`src/rtl/core/stable_priority_queue_defines.svh`:
```
// Assertion helpers shared by the queue RTL.
`ifndef STABLE_PRIORITY_QUEUE_DEFINES_SVH
`define STABLE_PRIORITY_QUEUE_DEFINES_SVH

// The consequent must hold in the same cycle as the antecedent.
`define SPQ_ASSERT_SAME(lbl, clk, rst_n, ante, cons) \
	lbl: assert property (@(posedge clk) disable iff (!rst_n) (ante) |-> (cons)) \
		else $error("queue check failed");

// The consequent must hold in the cycle after the antecedent.
`define SPQ_ASSERT_NEXT(lbl, clk, rst_n, ante, cons) \
	lbl: assert property (@(posedge clk) disable iff (!rst_n) (ante) |=> (cons)) \
		else $error("queue check failed");

`endif

```
`src/rtl/core/spq_pkg.sv`:
```
package spq_pkg;

	localparam int DATA_WIDTH = 32;

	typedef enum logic {
		OP_ENQ = 1'b0,
		OP_DEQ = 1'b1
	} op_t;

	typedef enum logic [1:0] {
		STATUS_OK    = 2'd0,
		STATUS_EMPTY = 2'd1,
		STATUS_FULL  = 2'd2
	} status_t;

	// Command broadcast to every cell of the chain.
	typedef struct packed {
		logic enq;
		logic deq;
	} spq_ctrl_t;

endpackage

```
`src/rtl/core/spq_chan_if.sv`:
```
interface spq_req_if #(
	parameter int PRIO_WIDTH = 8
) ();
	logic                                      valid;
	logic                                      ready;
	spq_pkg::op_t                              op;
	logic signed [spq_pkg::DATA_WIDTH-1:0]     in_data;
	logic        [PRIO_WIDTH-1:0]              in_priority;

	modport source (output valid, op, in_data, in_priority, input ready);
	modport sink (input valid, op, in_data, in_priority, output ready);
endinterface

interface spq_rsp_if #(
	parameter int PRIO_WIDTH = 8,
	parameter int CNT_WIDTH  = 5
) ();
	logic                                      valid;
	logic                                      ready;
	spq_pkg::status_t                          status;
	logic signed [spq_pkg::DATA_WIDTH-1:0]     out_data;
	logic        [PRIO_WIDTH-1:0]              out_priority;
	logic        [CNT_WIDTH-1:0]               count;
	logic                                      is_empty;

	modport source (output valid, status, out_data, out_priority, count, is_empty,
		input ready);
	modport sink (input valid, status, out_data, out_priority, count, is_empty,
		output ready);
endinterface

```
`src/rtl/core/spq_cell.sv`:
```
module spq_cell #(
	parameter int PRIO_WIDTH = 8
) (
	input  logic                              clk,
	input  spq_pkg::spq_ctrl_t                ctrl,
	input  logic                              occupied,
	input  logic [spq_pkg::DATA_WIDTH-1:0]    new_data,
	input  logic [PRIO_WIDTH-1:0]             new_prio,
	input  logic                              left_keep,
	input  logic [spq_pkg::DATA_WIDTH-1:0]    left_data,
	input  logic [PRIO_WIDTH-1:0]             left_prio,
	input  logic [spq_pkg::DATA_WIDTH-1:0]    right_data,
	input  logic [PRIO_WIDTH-1:0]             right_prio,
	output logic                              keep,
	output logic [spq_pkg::DATA_WIDTH-1:0]    data,
	output logic [PRIO_WIDTH-1:0]             prio
);

	logic [spq_pkg::DATA_WIDTH-1:0] data_q, data_d;
	logic [PRIO_WIDTH-1:0]          prio_q, prio_d;

	// An occupied entry that is not worse than the new one stays put, which keeps
	// equal priorities in arrival order.
	assign keep = occupied && (prio_q <= new_prio);

	always_comb begin
		data_d = data_q;
		prio_d = prio_q;
		priority if (ctrl.enq && !keep) begin
			if (left_keep) begin
				data_d = new_data;
				prio_d = new_prio;
			end else begin
				data_d = left_data;
				prio_d = left_prio;
			end
		end else if (ctrl.deq) begin
			data_d = right_data;
			prio_d = right_prio;
		end
	end

	always_ff @(posedge clk) begin
		data_q <= data_d;
		prio_q <= prio_d;
	end

	assign data = data_q;
	assign prio = prio_q;

endmodule

```
`src/rtl/core/stable_priority_queue.sv`:
```
// Sorted priority queue of DEPTH entries built as a chain of cells, each holding
// one entry, with the head (smallest priority, oldest among equals) in cell zero.
// Every cell compares its priority with an incoming one in parallel, so an
// enqueue or a dequeue updates every cell at once, and one transaction can be
// accepted on every clock unless the request side stalls. The result of a
// transaction appears in the output register on the following cycle; the
// request side stalls only while that register holds a result the consumer
// has not taken. A dequeue from an empty queue reports an empty status, and
// an enqueue into a full queue is dropped and reports a full status.
// Entries have no reset; only the fill count and response valid flag are reset.
`include "stable_priority_queue_defines.svh"

module stable_priority_queue #(
	parameter int DEPTH      = 16,
	parameter int PRIO_WIDTH = 8
) (
	input  logic       clk,
	input  logic       arst_n,
	spq_req_if.sink    req,
	spq_rsp_if.source  rsp
);

	localparam int CNT_WIDTH = $clog2(DEPTH + 1);
	localparam int DW        = spq_pkg::DATA_WIDTH;

	logic [CNT_WIDTH-1:0] count_q, count_d;
	logic                 fire, full, empty;
	spq_pkg::spq_ctrl_t   ctrl;

	logic                  cell_keep [DEPTH];
	logic [DW-1:0]         cell_data [DEPTH];
	logic [PRIO_WIDTH-1:0] cell_prio [DEPTH];
	logic                  lk [DEPTH];
	logic [DW-1:0]         ld [DEPTH];
	logic [PRIO_WIDTH-1:0] lp [DEPTH];
	logic [DW-1:0]         rd [DEPTH];
	logic [PRIO_WIDTH-1:0] rp [DEPTH];

	logic                  rsp_valid_q;
	spq_pkg::status_t      status_q;
	logic [DW-1:0]         out_data_q;
	logic [PRIO_WIDTH-1:0] out_prio_q;
	logic [CNT_WIDTH-1:0]  out_count_q;
	logic                  is_empty_q;

	assign req.ready = !rsp_valid_q || rsp.ready;
	assign fire      = req.valid && req.ready;
	assign full      = (count_q == CNT_WIDTH'(DEPTH));
	assign empty     = (count_q == '0);

	assign ctrl.enq = fire && (req.op == spq_pkg::OP_ENQ) && !full;
	assign ctrl.deq = fire && (req.op == spq_pkg::OP_DEQ) && !empty;

	always_comb begin
		count_d = count_q;
		if (ctrl.enq) begin
			count_d = count_q + CNT_WIDTH'(1);
		end else if (ctrl.deq) begin
			count_d = count_q - CNT_WIDTH'(1);
		end
	end

	for (genvar i = 0; i < DEPTH; i++) begin : g_cell
		if (i == 0) begin : g_head
			assign lk[i] = 1'b1;
			assign ld[i] = req.in_data;
			assign lp[i] = req.in_priority;
		end else begin : g_body
			assign lk[i] = cell_keep[i-1];
			assign ld[i] = cell_data[i-1];
			assign lp[i] = cell_prio[i-1];
		end
		if (i == DEPTH - 1) begin : g_tail
			assign rd[i] = cell_data[i];
			assign rp[i] = cell_prio[i];
		end else begin : g_next
			assign rd[i] = cell_data[i+1];
			assign rp[i] = cell_prio[i+1];
		end

		spq_cell #(
			.PRIO_WIDTH (PRIO_WIDTH)
		) u_cell (
			.clk        (clk),
			.ctrl       (ctrl),
			.occupied   (count_q > CNT_WIDTH'(i)),
			.new_data   (req.in_data),
			.new_prio   (req.in_priority),
			.left_keep  (lk[i]),
			.left_data  (ld[i]),
			.left_prio  (lp[i]),
			.right_data (rd[i]),
			.right_prio (rp[i]),
			.keep       (cell_keep[i]),
			.data       (cell_data[i]),
			.prio       (cell_prio[i])
		);
	end

	always_ff @(posedge clk or negedge arst_n) begin
		if (!arst_n) begin
			count_q     <= '0;
			rsp_valid_q <= 1'b0;
		end else begin
			count_q <= count_d;
			if (fire) begin
				rsp_valid_q <= 1'b1;
			end else if (rsp.ready) begin
				rsp_valid_q <= 1'b0;
			end
		end
	end

	always_ff @(posedge clk) begin
		if (fire) begin
			unique case (req.op)
				spq_pkg::OP_ENQ: status_q <= full ? spq_pkg::STATUS_FULL : spq_pkg::STATUS_OK;
				spq_pkg::OP_DEQ: status_q <= empty ? spq_pkg::STATUS_EMPTY : spq_pkg::STATUS_OK;
				default:         status_q <= spq_pkg::STATUS_OK;
			endcase
			out_data_q  <= ctrl.deq ? cell_data[0] : '0;
			out_prio_q  <= ctrl.deq ? cell_prio[0] : '0;
			out_count_q <= count_d;
			is_empty_q  <= (count_d == '0);
		end
	end

	assign rsp.valid        = rsp_valid_q;
	assign rsp.status       = status_q;
	assign rsp.out_data     = out_data_q;
	assign rsp.out_priority = out_prio_q;
	assign rsp.count        = out_count_q;
	assign rsp.is_empty     = is_empty_q;

	`SPQ_ASSERT_SAME(a_count_bound, clk, arst_n, 1'b1, count_q <= CNT_WIDTH'(DEPTH))
	`SPQ_ASSERT_NEXT(a_idle_count, clk, arst_n, !fire, $stable(count_q))
	`SPQ_ASSERT_NEXT(a_full_drop, clk, arst_n, fire && req.op == spq_pkg::OP_ENQ && full, status_q == spq_pkg::STATUS_FULL && $stable(count_q))
	`SPQ_ASSERT_NEXT(a_empty_deq, clk, arst_n, fire && req.op == spq_pkg::OP_DEQ && empty, status_q == spq_pkg::STATUS_EMPTY && out_count_q == '0)
	`SPQ_ASSERT_SAME(a_stall, clk, arst_n, rsp_valid_q && !rsp.ready, !req.ready)

endmodule
```
`src/flat_wrapper.sv`:
```
// flat-port wrapper written by rule: the top's interface ports become plain ports
module stable_priority_queue_flat 
#(
	parameter int DEPTH      = 16,
	parameter int PRIO_WIDTH = 8
)
  (clk, arst_n, req_valid, req_op, req_in_data, req_in_priority, req_ready, rsp_valid, rsp_status, rsp_out_data, rsp_out_priority, rsp_count, rsp_is_empty, rsp_ready);
  spq_req_if #(.PRIO_WIDTH(PRIO_WIDTH)) req_i ();
  spq_rsp_if #(.PRIO_WIDTH(PRIO_WIDTH)) rsp_i ();
  input  logic clk;
  input  logic arst_n;
  input wire logic [$bits(req_i.valid)-1:0] req_valid;
  input wire logic [$bits(req_i.op)-1:0] req_op;
  input wire logic [$bits(req_i.in_data)-1:0] req_in_data;
  input wire logic [$bits(req_i.in_priority)-1:0] req_in_priority;
  output wire logic [$bits(req_i.ready)-1:0] req_ready;
  output wire logic [$bits(rsp_i.valid)-1:0] rsp_valid;
  output wire logic [$bits(rsp_i.status)-1:0] rsp_status;
  output wire logic [$bits(rsp_i.out_data)-1:0] rsp_out_data;
  output wire logic [$bits(rsp_i.out_priority)-1:0] rsp_out_priority;
  output wire logic [$bits(rsp_i.count)-1:0] rsp_count;
  output wire logic [$bits(rsp_i.is_empty)-1:0] rsp_is_empty;
  input wire logic [$bits(rsp_i.ready)-1:0] rsp_ready;
  assign req_i.valid = req_valid;
  assign req_i.op = req_op;
  assign req_i.in_data = req_in_data;
  assign req_i.in_priority = req_in_priority;
  assign req_ready = req_i.ready;
  assign rsp_valid = rsp_i.valid;
  assign rsp_status = rsp_i.status;
  assign rsp_out_data = rsp_i.out_data;
  assign rsp_out_priority = rsp_i.out_priority;
  assign rsp_count = rsp_i.count;
  assign rsp_is_empty = rsp_i.is_empty;
  assign rsp_i.ready = rsp_ready;
  stable_priority_queue #(.DEPTH(DEPTH), .PRIO_WIDTH(PRIO_WIDTH)) u_core (.clk(clk), .arst_n(arst_n), .req(req_i), .rsp(rsp_i));
endmodule
```
`config.mk`:
```
export PLATFORM = sky130hd
export DESIGN_NAME = stable_priority_queue_flat
export DESIGN_NICKNAME = d
export VERILOG_FILES = /design/src/rtl/core/spq_pkg.sv /design/src/rtl/core/spq_chan_if.sv /design/src/rtl/core/spq_cell.sv /design/src/rtl/core/stable_priority_queue.sv /design/src/flat_wrapper.sv
export VERILOG_INCLUDE_DIRS = /design/src /design/src/rtl/core
export SDC_FILE = /design/constraint.sdc
export NUM_CORES = 2
export LEC_CHECK = 0
export ABC_CLOCK_PERIOD_IN_PS = 15550
export BUFFER_PORTS_ARGS = -buffer_cell sky130_fd_sc_hd__buf_2
export CORE_MARGIN = 3
export CORE_UTILIZATION = 50
export DETAILED_ROUTE_END_ITERATION = 12
export MAX_ROUTING_LAYER = met4
export PLACE_DENSITY = 0.66
export SKIP_LAST_GASP = 1
export SLEW_MARGIN = 10
export SYNTH_ARGS = -nofsm -noshare
export SYNTH_HDL_FRONTEND = slang
export SYNTH_SLANG_ARGS = --single-unit
```
`constraint.sdc`:
```
create_clock -name clk -period 15.55 [get_ports clk]
set_input_delay 1.555 -clock clk [delete_from_list [all_inputs] [get_ports clk]]
set_output_delay 1.555 -clock clk [all_outputs]
set_load 0.005 [all_outputs]
```
==> metrics.txt <==
Final nets 3375; pre-CTS setup slack approximately 9.7 ns; Mapped Cells 3210; Async S/R FF share, synth 0.865%; ANT nets after route 0; crit path setup slack, layout 10.29 ns; min cycle time layout approximately 5.3 ns; post-synthesis register bit count roughly 700; global-route wire length before repair 164000 microns; register area share after synthesis 56.0%; final setup TNS 0 ns; initial drt markers roughly 2700; Die Span X 279 microns; worst-margin pin slew 1.18 ns; vias in the first global route 25800; status complete, no violations; clock skew ~0.025 ns; Port Buffers 94; via/cell ratio 6.21; Die H 279 microns; Synth cell types between 40 and 50; Post-synth EDFFs approximately 700; die area 77700 sq um; critical path type in -> reg; clk buf depth 3; RSZ-0062 raised after global routing no; core area 73300 sq um; HP Class reg -> reg; syn nets ~3400; crit path cell chain buf_2, inv_1, ha_1, and4_1, nor2b_1, o21ai_1, or2_2, buf_4, mux2i_1, a21oi_1; hold path start u_core.g_cell[0].u_cell.data[22]; final setup violation count 0; Worst R2R Setup Slack 11.42 ns; Avg Cell Area, Syn around 12 sq um; Worst setup SP type primary input; Rel. slew slack a little over a fifth; total number of vias 26200; CTS H-Tree Depth 3; RePlAce Congestion 0.950; total of warnings raised by yosys 0; Slew Viols, Final 0; post-CTS sizing 0; Hold Violations, Final 0; R2R Path End u_core.g_cell[12].u_cell.data[29]; global route overflow 0; effective utilization at floorplan between 50% and 60%; final worst path period share 33.8%; largest net degree at the start of global routing 82; Max Fclk 190 MHz; Worst EP arrival 5.60 ns; Total Wirelength 111000 microns; hold worst-path end u_core.rsp.out_data[22]; crit-path max FO 24; clock slew at reported path FFs ~0.060 ns; I/O pin total between 90 and 100; clock root buffer clkbuf_16; MaxCap Viol Count 0; layout cells sized above 1 about 14%; worst skew pair latency about 0.63 ns; pwr dens 159 nW/um^2; TritonCTS clock tree done; top_reg_cell synth edfxtp_1; hold buffers post-CTS 0; Worst EP required between 15 and 20 ns; dpl hpwl 65800 microns; initial antenna violation count 3; Setup Buffers After CTS 0; CTS buffer count 78; cell area after synthesis 37200 sq um; CTS sink count 694; drt first pass iters 6; Worst Setup End Kind flop; CP peak stage delay 0.71 ns; Worst R2R Path Depth 7; DRC 0; leak pwr 15.8 nW; FP Rows 99; WL/cell between 20 and 30 microns; Worst path slowest cell inv_1; Syn-to-layout area delta 10.3%; Peak VDD IR 0.0000962 V; GRT Total Usage 28.8%; Hold Path Stages 1; Reg-to-Reg Start u_core.count_q[1]
[logic make-up after synthesis]
kind of cell / synth area share, %
and+or+nand+nor: 8.56
xor gates and xnor gates: 0.0942
buffers and inverters: 3.05
adders and majority gates: 4.51
DFF: 56.0
AOI/OAI and AO/OA: 10.4
muxes: 17.4
[cells in the mapped netlist (4+ instances only)]
cell / number / area share (%)
buf_6: 6 / 0.18
nand4_1: 29 / 0.49
nor2_1: 331 / 3.3
ha_1: 134 / 4.5
nand2_1: 268 / 2.7
and4_1: 5 / 0.12
a21o_1: 6 / 0.12
and2_1: 46 / 0.77
nor2b_1: 22 / 0.37
clkbuf_1: 184 / 1.9
mux2i_1: 476 / 13
nand3_1: 5 / 0.067
a31oi_1: 43 / 0.72
o21a_1: 11 / 0.22
nor3_1: 16 / 0.22
edfxtp_1: 688 / 56
buf_2: 43 / 0.58
o21ai_0: 282 / 3.8
o31a_1: 5 / 0.12
mux2_2: 151 / 4.6
a21oi_1: 348 / 4.7
o211ai_1: 16 / 0.32
dfrtp_1: 6 / 0.40
buf_1: 8 / 0.081
inv_1: 28 / 0.28
o31ai_1: 4 / 0.081
or2_2: 5 / 0.084
nand2b_1: 13 / 0.22
[critical path: cells and delay by family]
kind / cells / cell delay [ns]
muxes: 1 / 0.28
buffers and inverters: 3 / 1.52
and+or+nand+nor: 3 / 1.05
AOI/OAI and AO/OA: 2 / 0.72
adders and majority gates: 1 / 0.39
[per-stage QoR]
step	instance area (sq um)	util (%)	hold WS [ns]	cells	power [mW]
after floorplan	37200	-	0.521	3210	4.05
after global placement	38500	52.6	0.531	4075	4.65
after detailed placement	38500	52.6	0.536	4075	4.71
after CTS	41000	55.9	0.537	4217	6.54
after global routing	41000	55.9	0.566	4219	6.80
final	41000	56.0	0.540	4222	6.53
[how the worst max path moves through the flow]
stage,startpoint,to,slack (ns)
floorplan,req_in_priority[3],u_core.g_cell[2].u_cell.data[0],9.18
global placement,req_in_priority[3],u_core.g_cell[4].u_cell.data[28],9.83
detailed placement,req_in_priority[3],u_core.g_cell[4].u_cell.data[27],9.74
CTS,req_in_priority[3],u_core.g_cell[4].u_cell.data[27],10.40
global route,req_in_priority[3],u_core.g_cell[4].u_cell.data[24],10.23
finish,req_in_priority[3],u_core.g_cell[4].u_cell.data[27],10.29
[cell usage in the layout (no fill, tap or decap), types with 13 or more instances in the layout]
master,n
nand4_1,29
nand2b_1,13
o21ai_0,275
clkinv_1,15
nand2_1,259
clkbuf_1,22
a31oi_1,41
o211ai_1,16
nor2b_1,22
a21oi_1,345
and2_1,42
mux2i_1,476
clkbuf_16,81
edfxtp_1,688
ha_1,134
inv_1,28
buf_4,56
mux2_2,151
buf_2,94
nor2_1,331
[layout make-up]
| cell class | instances | area [sq um] |
|---|---|---|
| Inverter | 29 | 109 |
| Sequential cell | 694 | 20800 |
| Clock inverter | 39 | 368 |
| Fill cell | 6162 | 32300 |
| Antenna cell | 5 | 12.5 |
| Tap cell | 959 | 1200 |
| Timing Repair Buffer | 150 | 891 |
| Multi-Input combinational cell | 2243 | 15500 |
| Clock buffer | 103 | 2110 |
[report_power, final]
part / total, mW / internal, mW / switching [mW]
clock network: 1.82 / 1.06 / 0.765
registers: 2.67 / 2.49 / 0.183
logic: 2.05 / 0.748 / 1.30
[layer usage]
layer	global-route usage, %	part of all wire [%]	vias to the layer above
li1	-	-	11800
met4	9.55	3.1	0
met3	5.15	7.6	226
met5	-	0	-
met1	37.4	42	13000
met2	46.1	47	1175
[flip-flops by register name, summed over array words and instances, names as in the netlist]
name and cells:
u_core.g_cell.u_cell.data 512, u_core.rsp.count 5, u_core.rsp.out_priority 8, u_core.rsp.out_data 32
u_core.g_cell.u_cell.prio 128, u_core.count_q 5, u_core.rsp.valid 1, u_core.rsp.is_empty 1
u_core.rsp.status 2
(Power assumes the default switching activity.)
